`config.mk`:
```
export PLATFORM = sky130hd
export DESIGN_NAME = cmyg_cfg
export DESIGN_NICKNAME = d
export VERILOG_FILES = /design/src/hw/rtl/cmyg_pkg.sv /design/src/hw/rtl/cmyg_cfg.sv
export SDC_FILE = /design/constraint.sdc
export NUM_CORES = 1
export LEC_CHECK = 0
export BUFFER_PORTS_ARGS = -buffer_cell sky130_fd_sc_hd__buf_2
export CORE_UTILIZATION = 37
export CTS_BUF_LIST = sky130_fd_sc_hd__clkbuf_4 sky130_fd_sc_hd__clkbuf_8 sky130_fd_sc_hd__clkbuf_16
export CTS_CLUSTER_DIAMETER = 80
export CTS_CLUSTER_SIZE = 28
export DETAILED_ROUTE_END_ITERATION = 8
export PLACE_DENSITY = 0.82
export SETUP_SLACK_MARGIN = 0.02
export SKIP_CTS_REPAIR_TIMING = 1
export SYNTH_ARGS = -nofsm -noshare
export SYNTH_HDL_FRONTEND = slang
export SYNTH_SLANG_ARGS = --single-unit
```
`constraint.sdc`:
```
create_clock -name i_clk -period 2.19 [get_ports i_clk]
set_input_delay 0.438 -clock i_clk [delete_from_list [all_inputs] [get_ports i_clk]]
set_output_delay 0.438 -clock i_clk [all_outputs]
set_load 0.1 [all_outputs]
```
`src/hw/rtl/cmyg_pkg.sv`:
```
// Shared types, constants and slot tables for the CMYG mosaic to RGB converter.
`timescale 1ns / 1ps
`default_nettype none

package cmyg_pkg;

    localparam int DATA_W        = 16;
    localparam int POS_W         = 3;
    localparam int IMG_W_W       = 11;
    localparam int ROW_W         = 16;
    localparam int MAX_WIDTH_DEF = 1024;
    localparam int APB_AW        = 3;
    localparam int APB_DW        = 32;
    localparam int SUM3_W        = DATA_W + 2;
    localparam int RECIP_SHIFT   = 19;

    localparam logic [POS_W-1:0]   POS_RST   = 3'd5;
    localparam logic [IMG_W_W-1:0] WIDTH_RST = 11'd1024;

    // Register select is address bit 2 (registers sit on 32-bit words).
    localparam logic REG_MOSAIC_POS = 1'b0;
    localparam logic REG_IMAGE_WIDTH = 1'b1;

    // ceil(2^19 / 3); exact floor division by three for sums below 2^19.
    localparam logic [SUM3_W-1:0] RECIP3 = 18'd174763;

    typedef logic [DATA_W-1:0] t_px;

    typedef enum logic [1:0] {
        SLOT_CUR   = 2'd0,
        SLOT_LEFT  = 2'd1,
        SLOT_ABOVE = 2'd2,
        SLOT_ALEFT = 2'd3
    } t_slot;

    // Window samples, indexed by t_slot.
    typedef t_px [3:0] t_win;

    function automatic t_slot yel_slot(input logic [2:0] phase);
        t_slot s;
        case (phase)
            3'd0, 3'd4: s = SLOT_LEFT;
            3'd1, 3'd5: s = SLOT_CUR;
            3'd2, 3'd6: s = SLOT_ALEFT;
            default:    s = SLOT_ABOVE;
        endcase
        return s;
    endfunction

    function automatic t_slot cya_slot(input logic [2:0] phase);
        t_slot s;
        case (phase)
            3'd0, 3'd4: s = SLOT_CUR;
            3'd1, 3'd5: s = SLOT_LEFT;
            3'd2, 3'd6: s = SLOT_ABOVE;
            default:    s = SLOT_ALEFT;
        endcase
        return s;
    endfunction

    function automatic t_slot mag_slot(input logic [2:0] phase);
        t_slot s;
        case (phase)
            3'd0:    s = SLOT_ABOVE;
            3'd1:    s = SLOT_ALEFT;
            3'd2:    s = SLOT_LEFT;
            3'd3:    s = SLOT_CUR;
            3'd4:    s = SLOT_ALEFT;
            3'd5:    s = SLOT_ABOVE;
            3'd6:    s = SLOT_CUR;
            default: s = SLOT_LEFT;
        endcase
        return s;
    endfunction

endpackage

`default_nettype wire

```
`src/hw/rtl/cmyg_cfg.sv`:
```
// APB register file holding the mosaic position and image width.
`timescale 1ns / 1ps
`default_nettype none

module cmyg_cfg
    import cmyg_pkg::*;
(
    input  wire logic               i_clk,
    input  wire logic               i_rst_n,
    input  wire logic               psel,
    input  wire logic               penable,
    input  wire logic               pwrite,
    input  wire logic [APB_AW-1:0]  paddr,
    input  wire logic [APB_DW-1:0]  pwdata,
    output logic      [APB_DW-1:0]  prdata,
    output logic                    pready,
    output logic      [POS_W-1:0]   o_pos,
    output logic      [IMG_W_W-1:0] o_width
);

    logic [POS_W-1:0]   r_pos;
    logic [IMG_W_W-1:0] r_width;
    logic               w_wr;

    assign pready = 1'b1;
    assign w_wr   = psel && penable && pwrite;

    always_ff @(posedge i_clk) begin
        if (!i_rst_n) begin
            r_pos   <= POS_RST;
            r_width <= WIDTH_RST;
        end else if (w_wr) begin
            if (paddr[2] == REG_MOSAIC_POS) begin
                r_pos <= pwdata[POS_W-1:0];
            end else begin
                r_width <= pwdata[IMG_W_W-1:0];
            end
        end
    end

    always_comb begin
        if (paddr[2] == REG_MOSAIC_POS) begin
            prdata = APB_DW'(r_pos);
        end else begin
            prdata = APB_DW'(r_width);
        end
    end

    assign o_pos   = r_pos;
    assign o_width = r_width;

endmodule

`default_nettype wire

```
# Yosys cells after proc, flatten, opt, wreduce, memory -nomap -nowiden
# Index checks and enable logic that the tools add are counted.
[op_classes]
n_mux = 1
bitwise_logic = 1
n_reduce_logical = 4
[op_table]
columns = ["cell", "count"]
rows = [
  ["two-way mux 11 bit", 1],
  ["AND reduction 2 bit", 2],
  ["logical AND 1 bit", 2],
  ["NOT 1 bit", 1],
]
[word_totals]
regBits = 14
in_bits = 40
out_inout_bits = 47
elab_cells = 8

# Depth between registers and ports, before layout
[depth]
word_depth = 3
depth_mapped = 4
mapped_depth_nobuf = 2

# Least setup slack after synthesis
# OpenSTA, ideal clock, no wires.
[synth_path]
path_kind = "register to output"
start = "reg r_width[10], in the netlist o_width[10]"
end = "out prdata[10]"
arrival_time_ns = 1.813
slack_ns = -0.061
stages_incl_launch_ff = 2
n_path_buf = 0
path_cell_list = "dfxtp_1 and2_1"
[synth_via]
elab_chain_len = 1
[synth_rtl]
columns = ["element", "line_no", "source"]
rows = [
  ["start, declared", "cmyg_cfg.sv:22", "logic [IMG_W_W-1:0] r_width;"],
  ["start signal, assigned", "cmyg_cfg.sv:36", "r_width <= pwdata[IMG_W_W-1:0];"],
  ["two-way mux 11 bit", "cmyg_cfg.sv:42", "if (paddr[2] == REG_MOSAIC_POS) begin"],
  ["end, declared", "cmyg_cfg.sv:15", "output logic [APB_DW-1:0] prdata,"],
]
# Every way passes these cells.

# Final worst setup path
[layout_path]
start = "in paddr[2]"
end = "out prdata[2]"
[layout_via]
elab_chain_len = 1
[layout_rtl]
columns = ["element", "line_no", "source"]
rows = [
  ["start, declared", "cmyg_cfg.sv:13", "input wire logic [APB_AW-1:0] paddr,"],
  ["two-way mux 11 bit", "cmyg_cfg.sv:42", ""],
]
# Every way passes these cells.

==> metrics.md <==
| Metric | Value |
|---|---|
| Setup WS pre-CTS | `roughly 430 ps` |
| FF+latch area | `280 um2` |
| Post-synth cell types | `12` |
| M1 WL | `around 650 um` |
| Non-filler instance count after layout | `about 160` |
| Ratio of cells with drive above 1 in the final layout | `roughly two fifths` |
| Area taken by multi-input logic gates | `approximately 450 um2` |
| Leak | `about 0.00051 uW` |
| Hold Path Class | `input port to register` |
| CP max-delay cell | `mux2_2` |
| Total CTS buffers | `3` |
| Total GRT Usage | `between 10% and 20%` |
| Synth Register Bits | `14` |
| Status | `finished clean` |
| Tot Pwr | `roughly 710 uW` |
| WL met3 | `118 um` |
| Mapped Cells | `98` |
| Starting Density | `about two fifths` |
| Setup violators final | `0` |
| Clock-pin slew on the worst setup and hold paths | `around 70 ps` |
| # fillers | `between 200 and 250` |
| Power Density | `710 nW/um2` |
| Drt pass-1 iters | `2` |
| Number of global-route vias before repair | `~660` |
| Cell area after synthesis | `about 850 um2` |
| Crit path launch | `paddr[2]` |
| Post-synthesis simple-gate area fraction | `around 22%` |
| Max incr delay on CP | `around 360 ps` |
| DP HPWL | `around 1200 um` |
| VDD IR max | `314 uV` |
| Detailed-route wire length | `approximately 1600 um` |
| WL per Instance | `9.89 um` |
| CP dominant cell by count | `buf_2` |
| Hold Vio Cnt, Final | `0` |
| Hold path start | `pwdata[6]` |
| CTS Root Cell | `clkbuf_4` |
| Worst-skew pair later-pin latency | `260 ps` |
| Avg Cell Area, Syn | `8.68 um2` |
| Top Ports | `87` |
| Setup TNS | `0 ps` |
| GPL Wtd Cong | `around 0.68` |
| Critical path data arrival time | `roughly 1300 ps` |
| Worst Slack Setup Final | `roughly 440 ps` |
| Fin Hold WS | `around 410 ps` |
| # H-tree levels | `1` |
| Syn-to-layout area delta | `17.1%` |
| Die Y | `approximately 50 um` |
| Cell Rows | `16` |
| Max_cap viols | `0` |
| Die Wd | `50.0 um` |
| Synth warn | `0` |
| Max Freq | `0.570 GHz` |
| Final Max Tran Viols | `0` |
| Unrepaired setup endpoints after global routing | `no` |
| # port buffers | `between 40 and 50` |
| # diodes | `0` |
| Routed Antenna Nets | `0` |
| Synth Area in Adders | `0%` |
| Core area | `~2100 um2` |
| Met2 routed WL | `819 um` |
| Sequential-to-total area share from yosys stat | `around 33%` |
| Drc violations | `0` |
| Vias | `between 600 and 700` |
| Critical path type | `input port to output port` |
| Vias per std cell | `between 4 and 5` |
| Pin count of the biggest net entering global routing | `28` |
| Worst Setup Start Kind | `input port` |
| WP data required | `about 1800 ps` |
| Final worst-path cycle share | `80.1%` |
| Total global routing overflow | `0` |
| Initial DRC count | `7` |
| Critical R2R Launch | `o_pos[0]` |
| First-pass GRT wire length | `around 2700 um` |
| CP Cell Sequence | `buf_2 -> mux2_2 -> buf_2` |
| Multiplexer area fraction after synthesis | `roughly a fifth` |
| Fin Clk Skew | `0 ps` |
| Compound-gate portion of the synthesized area | `0%` |
| CTS tree | `built` |
| Crit Path Max Fanout | `13` |
| Die area | `about 2500 um2` |
| Maximum buffer depth of the clock tree | `2` |
| Tmin final | `approximately 1800 ps` |
| Post-synthesis xor/xnor area fraction | `0%` |
| Top layer in use | `met4` |
| Cell total after placement | `158` |
| Initial antenna violation count | `0` |
| Main combinational cell family by area after synthesis | `buffers and inverters` |
| Clock sinks | `14` |
| Nets@finish | `~180` |
| Nature of the critical path endpoint | `output port` |
cells in the mapped netlist:
cell / n / area (um2)
buf_4: 22 / 165
and4b_1: 1 / 10.0
and4_4: 1 / 11.3
mux2i_1: 14 / 140
dfxtp_1: 14 / 280
conb_1: 2 / 7.51
and2_1: 8 / 50.1
mux2_2: 3 / 33.8
nor2b_1: 6 / 37.5
buf_6: 1 / 11.3
nand2_1: 21 / 78.8
buf_2: 5 / 25.0
cell type report:
| cell class | instances | area share [%] |
|---|---|---|
| multi-input cells | 76 | 45.6 |
| repair buffers | 41 | 20.6 |
| clock buffers | 3 | 2.26 |
| flip-flops and latches | 14 | 28.1 |
| well taps | 27 | 3.39 |
path summary, 6_finish.rpt:
check | end | slack, ps | cells after the start
setup / recovery | prdata[2] | 440 | 3
hold / removal | o_width[6] | 410 | 3
hold reg to reg | o_width[6] | 470 | 2
setup reg to reg | o_pos[0] | 1540 | 2
metal layers:
| layer | vias up | GRT usage [%] |
|---|---|---|
| met5 | - | 0 |
| met4 | 0 | 5.71 |
| met3 | 2 | 4.01 |
| met2 | 35 | 26.8 |
| met1 | 312 | 14.5 |
| li1 | 340 | - |
flip-flops by register name (all words and copies together) (netlist names):
signal,count
o_width,11
o_pos,3
placed cells by master, fill, tap and decap left out:
cell type	instances
buf_2	41
conb_1	22
nand2_1	21
mux2i_1	14
dfxtp_1	14
and2_2	8
nor2b_1	6
mux2_2	3
clkbuf_4	3
and4_4	1
and4b_1	1
per-stage QoR:
| stage | instance area, um2 | utilization, % |
|---|---|---|
| floorplan | 936 | - |
| detailed placement | 973 | 47.2 |
| finish | 996 | 48.3 |
| CTS | 996 | 48.3 |
| global placement | 973 | 47.2 |
| global route | 996 | 48.3 |
where the power goes:
group          switching, uW  total (uW)  internal, uW
registers               3.57         264           260
clock network           73.2         137          63.5
logic                    275         307          32.4
total                    351         707           356
logic make-up (layout without fill, tap and decap cells):
family	count (synthesis)	count (layout)
AND/OR/NAND/NOR	37	37
other	2	22
flip-flops	14	14
multiplexers	17	17
buffers and inverters	28	44
worst max-delay path: cells and delay by family:
family   cells  cell delay (ps)
buf+inv      2              510
mux          1              360
Power figures use the tool's default switching activity.
