## config.mk

```make
export PLATFORM = sky130hd
export DESIGN_NAME = cmyg_color_flat
export DESIGN_NICKNAME = d
export VERILOG_FILES = /design/src/hw/rtl/cmyg_pkg.sv /design/src/hw/rtl/cmyg_if.sv /design/src/hw/rtl/cmyg_color.sv /design/src/flat_wrapper.sv
export SDC_FILE = /design/constraint.sdc
export NUM_CORES = 1
export LEC_CHECK = 0
export BUFFER_PORTS_ARGS = -buffer_cell sky130_fd_sc_hd__buf_2
export CORE_MARGIN = 4
export CORE_UTILIZATION = 30
export CTS_CLUSTER_DIAMETER = 120
export DETAILED_ROUTE_END_ITERATION = 10
export PLACE_DENSITY = 0.5
export SLEW_MARGIN = 20
export SYNTH_ARGS = -nofsm -noshare
export SYNTH_HDL_FRONTEND = slang
export SYNTH_SLANG_ARGS = --single-unit
```

## constraint.sdc

```tcl
create_clock -name i_clk -period 5.3 [get_ports i_clk]
set_clock_uncertainty 0.05 [all_clocks]
set_input_delay 0.53 -clock i_clk [delete_from_list [all_inputs] [get_ports i_clk]]
set_output_delay 0.53 -clock i_clk [all_outputs]
set_load 0.03 [all_outputs]
```

## src/hw/rtl/cmyg_pkg.sv

```systemverilog
// Shared types, constants and slot tables for the CMYG mosaic to RGB converter.
`timescale 1ns / 1ps
`default_nettype none

package cmyg_pkg;

    localparam int DATA_W        = 16;
    localparam int POS_W         = 3;
    localparam int IMG_W_W       = 11;
    localparam int ROW_W         = 16;
    localparam int MAX_WIDTH_DEF = 1024;
    localparam int APB_AW        = 3;
    localparam int APB_DW        = 32;
    localparam int SUM3_W        = DATA_W + 2;
    localparam int RECIP_SHIFT   = 19;

    localparam logic [POS_W-1:0]   POS_RST   = 3'd5;
    localparam logic [IMG_W_W-1:0] WIDTH_RST = 11'd1024;

    // Register select is address bit 2 (registers sit on 32-bit words).
    localparam logic REG_MOSAIC_POS = 1'b0;
    localparam logic REG_IMAGE_WIDTH = 1'b1;

    // ceil(2^19 / 3); exact floor division by three for sums below 2^19.
    localparam logic [SUM3_W-1:0] RECIP3 = 18'd174763;

    typedef logic [DATA_W-1:0] t_px;

    typedef enum logic [1:0] {
        SLOT_CUR   = 2'd0,
        SLOT_LEFT  = 2'd1,
        SLOT_ABOVE = 2'd2,
        SLOT_ALEFT = 2'd3
    } t_slot;

    // Window samples, indexed by t_slot.
    typedef t_px [3:0] t_win;

    function automatic t_slot yel_slot(input logic [2:0] phase);
        t_slot s;
        case (phase)
            3'd0, 3'd4: s = SLOT_LEFT;
            3'd1, 3'd5: s = SLOT_CUR;
            3'd2, 3'd6: s = SLOT_ALEFT;
            default:    s = SLOT_ABOVE;
        endcase
        return s;
    endfunction

    function automatic t_slot cya_slot(input logic [2:0] phase);
        t_slot s;
        case (phase)
            3'd0, 3'd4: s = SLOT_CUR;
            3'd1, 3'd5: s = SLOT_LEFT;
            3'd2, 3'd6: s = SLOT_ABOVE;
            default:    s = SLOT_ALEFT;
        endcase
        return s;
    endfunction

    function automatic t_slot mag_slot(input logic [2:0] phase);
        t_slot s;
        case (phase)
            3'd0:    s = SLOT_ABOVE;
            3'd1:    s = SLOT_ALEFT;
            3'd2:    s = SLOT_LEFT;
            3'd3:    s = SLOT_CUR;
            3'd4:    s = SLOT_ALEFT;
            3'd5:    s = SLOT_ABOVE;
            3'd6:    s = SLOT_CUR;
            default: s = SLOT_LEFT;
        endcase
        return s;
    endfunction

endpackage

`default_nettype wire

```

## src/hw/rtl/cmyg_if.sv

```systemverilog
// Stream interfaces for mosaic pixel items and RGB result items.
`timescale 1ns / 1ps
`default_nettype none


interface cmyg_rgb_if;
    logic        valid;
    logic        ready;
    logic [15:0] red;
    logic [15:0] green;
    logic [15:0] blue;
    logic [15:0] luminance;

    modport source (output valid, output red, output green, output blue,
                    output luminance, input ready);
    modport sink   (input valid, input red, input green, input blue,
                    input luminance, output ready);
endinterface

`default_nettype wire

```

## src/hw/rtl/cmyg_color.sv

```systemverilog
// Color stages: slot selection and pair sums, then luminance and output register.
`timescale 1ns / 1ps
`default_nettype none

module cmyg_color
    import cmyg_pkg::*;
(
    input  wire logic       i_clk,
    input  wire logic       i_rst_n,
    input  wire logic       i_valid,
    input  wire logic [2:0] i_phase,
    input  wire t_win       i_win,
    output logic            o_adv,
    cmyg_rgb_if.source      o_rgb
);

    logic              r_v2;
    t_px               r_red2;
    t_px               r_grn2;
    t_px               r_blu2;
    logic [SUM3_W-1:0] r_sum2;

    logic              r_v3;
    t_px               r_red3;
    t_px               r_grn3;
    t_px               r_blu3;
    t_px               r_lum3;

    logic [DATA_W:0]       w_my;
    logic [DATA_W:0]       w_cy;
    logic [DATA_W:0]       w_mc;
    logic [SUM3_W-1:0]     w_sum;
    logic [2*SUM3_W-1:0]   w_prod;
    t_px                   w_y;
    t_px                   w_c;
    t_px                   w_m;

    // The whole pipe moves together whenever the output slot is free or drains.
    assign o_adv = !r_v3 || o_rgb.ready;

    always_comb begin
        w_y   = i_win[yel_slot(i_phase)];
        w_c   = i_win[cya_slot(i_phase)];
        w_m   = i_win[mag_slot(i_phase)];
        w_my  = {1'b0, w_m} + {1'b0, w_y};
        w_cy  = {1'b0, w_c} + {1'b0, w_y};
        w_mc  = {1'b0, w_m} + {1'b0, w_c};
        w_sum = SUM3_W'(w_mc) + SUM3_W'(w_y);
    end

    assign w_prod = r_sum2 * RECIP3;

    always_ff @(posedge i_clk) begin
        if (!i_rst_n) begin
            r_v2 <= 1'b0;
            r_v3 <= 1'b0;
        end else if (o_adv) begin
            r_v2 <= i_valid;
            r_v3 <= r_v2;
        end
    end

    always_ff @(posedge i_clk) begin
        if (o_adv) begin
            r_red2 <= w_my[DATA_W:1];
            r_grn2 <= w_cy[DATA_W:1];
            r_blu2 <= w_mc[DATA_W:1];
            r_sum2 <= w_sum;
            r_red3 <= r_red2;
            r_grn3 <= r_grn2;
            r_blu3 <= r_blu2;
            r_lum3 <= w_prod[RECIP_SHIFT +: DATA_W];
        end
    end

    assign o_rgb.valid     = r_v3;
    assign o_rgb.red       = r_red3;
    assign o_rgb.green     = r_grn3;
    assign o_rgb.blue      = r_blu3;
    assign o_rgb.luminance = r_lum3;

endmodule

`default_nettype wire

```

## src/flat_wrapper.sv

```systemverilog
// flat-port wrapper written by rule: the top's interface ports become plain ports
module cmyg_color_flat import cmyg_pkg::*;
  (i_clk, i_rst_n, i_valid, i_phase, i_win, o_adv, o_rgb_valid, o_rgb_red, o_rgb_green, o_rgb_blue, o_rgb_luminance, o_rgb_ready);
  cmyg_rgb_if o_rgb_i ();
  input  wire logic i_clk;
  input  wire logic i_rst_n;
  input  wire logic i_valid;
  input  wire logic [2:0] i_phase;
  input  wire t_win i_win;
  output logic o_adv;
  output wire logic [$bits(o_rgb_i.valid)-1:0] o_rgb_valid;
  output wire logic [$bits(o_rgb_i.red)-1:0] o_rgb_red;
  output wire logic [$bits(o_rgb_i.green)-1:0] o_rgb_green;
  output wire logic [$bits(o_rgb_i.blue)-1:0] o_rgb_blue;
  output wire logic [$bits(o_rgb_i.luminance)-1:0] o_rgb_luminance;
  input wire logic [$bits(o_rgb_i.ready)-1:0] o_rgb_ready;
  assign o_rgb_valid = o_rgb_i.valid;
  assign o_rgb_red = o_rgb_i.red;
  assign o_rgb_green = o_rgb_i.green;
  assign o_rgb_blue = o_rgb_i.blue;
  assign o_rgb_luminance = o_rgb_i.luminance;
  assign o_rgb_i.ready = o_rgb_ready;
  cmyg_color u_core (.i_clk(i_clk), .i_rst_n(i_rst_n), .i_valid(i_valid), .i_phase(i_phase), .i_win(i_win), .o_adv(o_adv), .o_rgb(o_rgb_i));
endmodule
```

Word level (Yosys, flattened, before mapping) --
Cells that the tools add are included.
Word-level totals: register bits 132, latch bits 0, bits in writable memories 0, ROM bits 0, input port bits 71, output and inout port bits 66, logic and storage cells 42, memories kept 0
Cells by class: add/subtract/negate cells 4, multipliers 1, divide/modulo/power cells 0, magnitude comparators 3, eq/ne operators 6, shifts and indexed selects 0, muxes and demuxes 9, bitwise operators 0, reductions and logical operators 9
Operators with widths (number):
- 16-bit binary-select mux with 2-bit select | 3
- 16-bit by 16-bit adder with 17-bit output | 3
- 16-bit two-way mux | 3
- 18-bit by 18-bit multiplier with 35-bit output (second input constant) | 1
- 17-bit by 16-bit adder with 18-bit output | 1
- 2-bit one-hot mux with 3 select lines | 3
- 2-bit OR reduction | 6
- 3-bit == test (second input constant) | 3
- 2-bit by 3-bit less-than comparator with 1-bit output (second input constant) | 3
- 3-bit by 2-bit == test with 1-bit output (second input constant) | 2
- 3-bit by 1-bit == test with 1-bit output (second input constant) | 1
- 3-bit zero test | 1
- 1-bit zero test | 1
- 1-bit logical OR | 1

Logic depth before layout (Yosys ltp) --
word-level depth 7, depth in mapped cells 21, gate-level depth less buffers 20

Least setup slack after synthesis --
OpenSTA, ideal clock, no wires.
path type flip-flop to flip-flop, start register u_core.r_sum2[7], end register u_core.r_lum3[12], in the netlist u_core.o_rgb.luminance[12] (data pin), setup time 0.258 ns, arrival 5.057 ns, data required time 4.992 ns, path slack -0.065 ns, stages on the path, launching flop included 19, buffers on the path 0, clock period less this slack 5.365 ns, path through edfxtp_1 -> ha_1 -> fa_1 -> inv_1 -> fa_1 -> fa_1 -> inv_1 -> fa_1 -> inv_1 -> fa_1 -> inv_1 -> ha_1 -> nand4_1 -> or2_2 -> a311oi_1 -> o41ai_1 -> a21boi_0 -> nor2_1 -> xnor2_1
Between the ends: cells in the longest elaborated chain, start to end 1
Ends and longest elaborated chain:
- start, declared | RTL line cmyg_color.sv:21 | logic [SUM3_W-1:0] r_sum2;
- start signal, assigned | RTL line cmyg_color.sv:68 | r_sum2 <= w_sum;
- 18-bit by 18-bit multiplier with 35-bit output | RTL line cmyg_color.sv:51 | assign w_prod = r_sum2 * RECIP3;
- via u_core.w_prod[31] | RTL line cmyg_color.sv:33 | logic [2*SUM3_W-1:0] w_prod;
- end signal, assigned | RTL line cmyg_color.sv:72 | r_lum3 <= w_prod[RECIP_SHIFT +: DATA_W];
- end, declared | RTL line cmyg_color.sv:27 | t_px r_lum3;
The timed path passes the listed nets, and every way through them passes these cells. A chain may end at the register's enable or synchronous reset.

Worst setup path after layout --
start register u_core.r_sum2[2], end register u_core.r_lum3[15], in the netlist u_core.o_rgb.luminance[15] (data pin)
Same word-level chain as after synthesis.

==> reports/metrics.cfg <==
[clocking]
clkSlewWorstSetupHoldPaths_ns = 0.07
cts-root-buf = sky130_fd_sc_hd__clkbuf_16
h-tree-depth = 4
cts_tree = built
cts_buffers = 17
post_cts_hold_buffer_count = 0
tritoncts_sink_count = 132
clk_latency_ns = 0.46
ctsLongestPathBuffers = 2

[worst_setup_path]
crit_type = register to register
worst_r2r_path_depth = 17
critical_path.startpoint_type = register
critical_path.endpoint = u_core.o_rgb.luminance[15]
timing.critical_path.arrival_ns = 5.69
cp-startpoint = u_core.r_sum2[2]
reg2reg_from = u_core.r_sum2[2]
critical_path.endpoint_type = register
worstPathMaxFanout = 4
reg_to_reg_slack_setup_ns = -0.16
r2r-end = u_core.o_rgb.luminance[15]
cp_data_required_time_ns = 5.53

[timing]
report.final.hold_viol_count = 0
clock.fmax_mhz = 183
fin_worst_hold_slack_ns = 0.243
timing.max_slew.rel_slack = 0.494
timing_worst_slew_pin_value_ns = 0.752
min_period_over_period = 1.03
rsz_0062_raised_after_global_routing = yes
finalWorstSetupSlack_ns = -0.160
finalMaxSlewViolations = 0
setup_viol_count_final = 9
timing.final.crit_period_ns = 5.46

[yosys]
post_synth_fa_ha_maj_area_fraction = 0.369
synth_compound_area_frac = 0.0853
synthesis.instances = 1135
synth_edf_count = 130
yosys.area_share.simple = 0.0474
synth.yosys.seq_area_share = 0.295
mappedNetlistArea_mm2 = 0.0134
async_reset_ff_frac = 0
synth_ff_type = sky130_fd_sc_hd__edfxtp_1
synth_top_family_by_area = adder cells
synth_seq_cells = 132
synth.yosys.warnings = 0
syn-mean-instance-area_um2 = 11.8
synth.net_count = 1534
synth.mux.area_fraction = 0.0805
post_synth_num_cell_types = 56
synthesized_area_fraction_occupied_by_xor_and_xnor_cells = 0.0499

[outcome]
failed_checks = negative setup slack
status = complete, but fails checks

[finish]
postLayoutCellArea_mm2 = 0.0165
top_library_cells_by_usage_in_the_layout_fill_and_taps_aside = 238 x sky130_fd_sc_hd__inv_1, 200 x sky130_fd_sc_hd__ha_1, 136 x sky130_fd_sc_hd__buf_2
final_core_utilization = 0.374
multiInputGateArea_mm2 = 0.00885
final_common_cell = sky130_fd_sc_hd__inv_1
layout.area.seq_mm2 = 0.00394
syn_to_final_growth_pct = 23.5
layout-drive-gt1-share = 0.269
diodes = 0
final_cell_count_no_fill = 1984
num-nets-final = 1778
fillerInstances = 4488

[place]
dp.final_hpwl_um = 29200
placed_area_mm2 = 0.0154
routabilityCongestion = 0.848
buffer_ports.inserted = 136
post-place-cells = 1937

[worst_hold_path]
hold_depth = 2
worst_hold_path_type = input port to register

[floorplan]
number_of_cell_rows = 77
die_y_um = 219
starting_utilization_of_the_core_area = 0.303
die_area_mm2 = 0.0480
io_pins = 137
die_w_um = 219
design.core.area_mm2 = 0.0441

[route]
vias = 9184
count_of_routing_violations_after_the_opening_detailed_route_iteration = 317
drt-total-wl_um = 34500
antenna_left = 0
wire_per_inst_um = 17.4
drcViolationCount = 0
vias_per_cell = 4.63
detailedRoute.firstPassIterationCount = 4

[global_route]
grt_first_pass_wirelength_um = 53900
grt_pass1_vias = 9715
maximum_number_of_pins_on_one_net_before_global_route_repair = 70
groute.usage.overall = 0.148
gr-total-overflow = 0
initial_antenna_violation_count = 0

[flow_run]
maxCapViolCount = 0

-- Yosys cell counts, drive strengths merged (3+ instances only) --
| master | instances | share of area |
|---|---|---|
| nand2b | 6 | 0.0028 |
| edfxtp | 130 | 0.29 |
| or3 | 3 | 0.0014 |
| o21ai | 29 | 0.011 |
| nand3 | 12 | 0.0045 |
| ha | 217 | 0.20 |
| xnor2 | 52 | 0.035 |
| nor2 | 32 | 0.0090 |
| a211oi | 7 | 0.0039 |
| nor2b | 8 | 0.0037 |
| xor2 | 22 | 0.014 |
| a31oi | 7 | 0.0033 |
| a21oi | 49 | 0.018 |
| o21bai | 15 | 0.0084 |
| o211ai | 4 | 0.0022 |
| and2 | 7 | 0.0033 |
| mux4 | 46 | 0.078 |
| a21o | 19 | 0.011 |
| or2 | 4 | 0.0019 |
| fa | 111 | 0.17 |
| nand2 | 29 | 0.0081 |
| buf | 8 | 0.0031 |
| inv | 245 | 0.069 |
| and3 | 8 | 0.0037 |
| a311oi | 6 | 0.0039 |
| a21boi | 5 | 0.0028 |
| nand4 | 4 | 0.0019 |
| nor3 | 9 | 0.0034 |
| o21a | 10 | 0.0056 |
-- per-stage QoR --
stage	setup slack, ns	setup TNS [ns]
after detailed placement	-0.304	-2.05
after CTS	-0.0653	-0.306
final	-0.160	-0.658
after global placement	-0.224	-1.48
after global routing	-0.315	-2.99
after floorplan	-0.0304	-0.0394
-- logic make-up (layout without fill, tap and decap cells) --
group | count (synthesis) | count (layout)
xor+xnor | 74 | 74
flops | 132 | 132
simple gates | 128 | 128
fa+ha+maj | 328 | 328
mux | 49 | 49
buf+inv | 255 | 512
compound gates | 169 | 169
-- layout make-up --
type,instances,share of cell area
tap,592,0.0449
multi-input combinational,748,0.536
timing repair buffer,235,0.0877
inverter,245,0.0557
sequential,132,0.239
clock inverter,15,0.0110
clock buffer,17,0.0258
-- worst min path at each step --
stage | slack, ns | end | start
6_report | 0.24 | u_core.r_v2 | i_rst_n
5_1_grt | 0.24 | u_core.r_v2 | i_rst_n
4_1_cts | 0.20 | u_core.r_v2 | i_rst_n
3_5_place_dp | 0.35 | u_core.o_rgb.red[5] | u_core.r_red2[5]
3_3_place_gp | 0.35 | u_core.o_rgb.blue[5] | u_core.r_blu2[5]
2_1_floorplan | 0.35 | u_core.o_rgb.blue[0] | u_core.r_blu2[0]
-- flip-flops by register name, summed over array words and instances, names as in the netlist --
register                flops
u_core.o_rgb.red           16
u_core.r_v2                 1
u_core.o_rgb.green         16
u_core.o_rgb.blue          16
u_core.o_rgb.luminance     16
u_core.r_red2              16
u_core.r_grn2              16
u_core.r_blu2              16
u_core.o_rgb.valid          1
u_core.r_sum2              18
-- routing by layer --
metal,up-vias,track usage,part of all wire
met1,4534,0.192,0.44
met4,0,0.0466,0.022
met2,163,0.249,0.49
met3,39,0.0316,0.047
li1,4448,-,-
met5,-,0,0
-- worst max-delay path, stage by stage, from the launching register on --
cell	delay, ns
sky130_fd_sc_hd__edfxtp_1	0.49
sky130_fd_sc_hd__ha_4	0.32
sky130_fd_sc_hd__inv_2	0.03
sky130_fd_sc_hd__fa_1	0.49
sky130_fd_sc_hd__fa_1	0.45
sky130_fd_sc_hd__fa_1	0.52
sky130_fd_sc_hd__fa_1	0.44
sky130_fd_sc_hd__fa_1	0.51
sky130_fd_sc_hd__inv_2	0.05
sky130_fd_sc_hd__ha_4	0.21
sky130_fd_sc_hd__a211oi_2	0.17
sky130_fd_sc_hd__nand2_1	0.13
sky130_fd_sc_hd__a211oi_4	0.24
sky130_fd_sc_hd__a311oi_4	0.14
sky130_fd_sc_hd__o41ai_4	0.44
sky130_fd_sc_hd__nand2_2	0.14
sky130_fd_sc_hd__a21o_1	0.23
sky130_fd_sc_hd__a311oi_2	0.22
-- what timing repair did --
action | CTS | global route
gates resized for setup | 21 | 42
buffers inserted | 7 | 10
pin swaps | 18 | 23
endpoints found under the setup margin | 13 | 15
gates cloned | 0 | 0
Power is left out: the tool's default activity adds up to more than one toggle a clock period on the data nets, which glitch-free logic cannot reach.
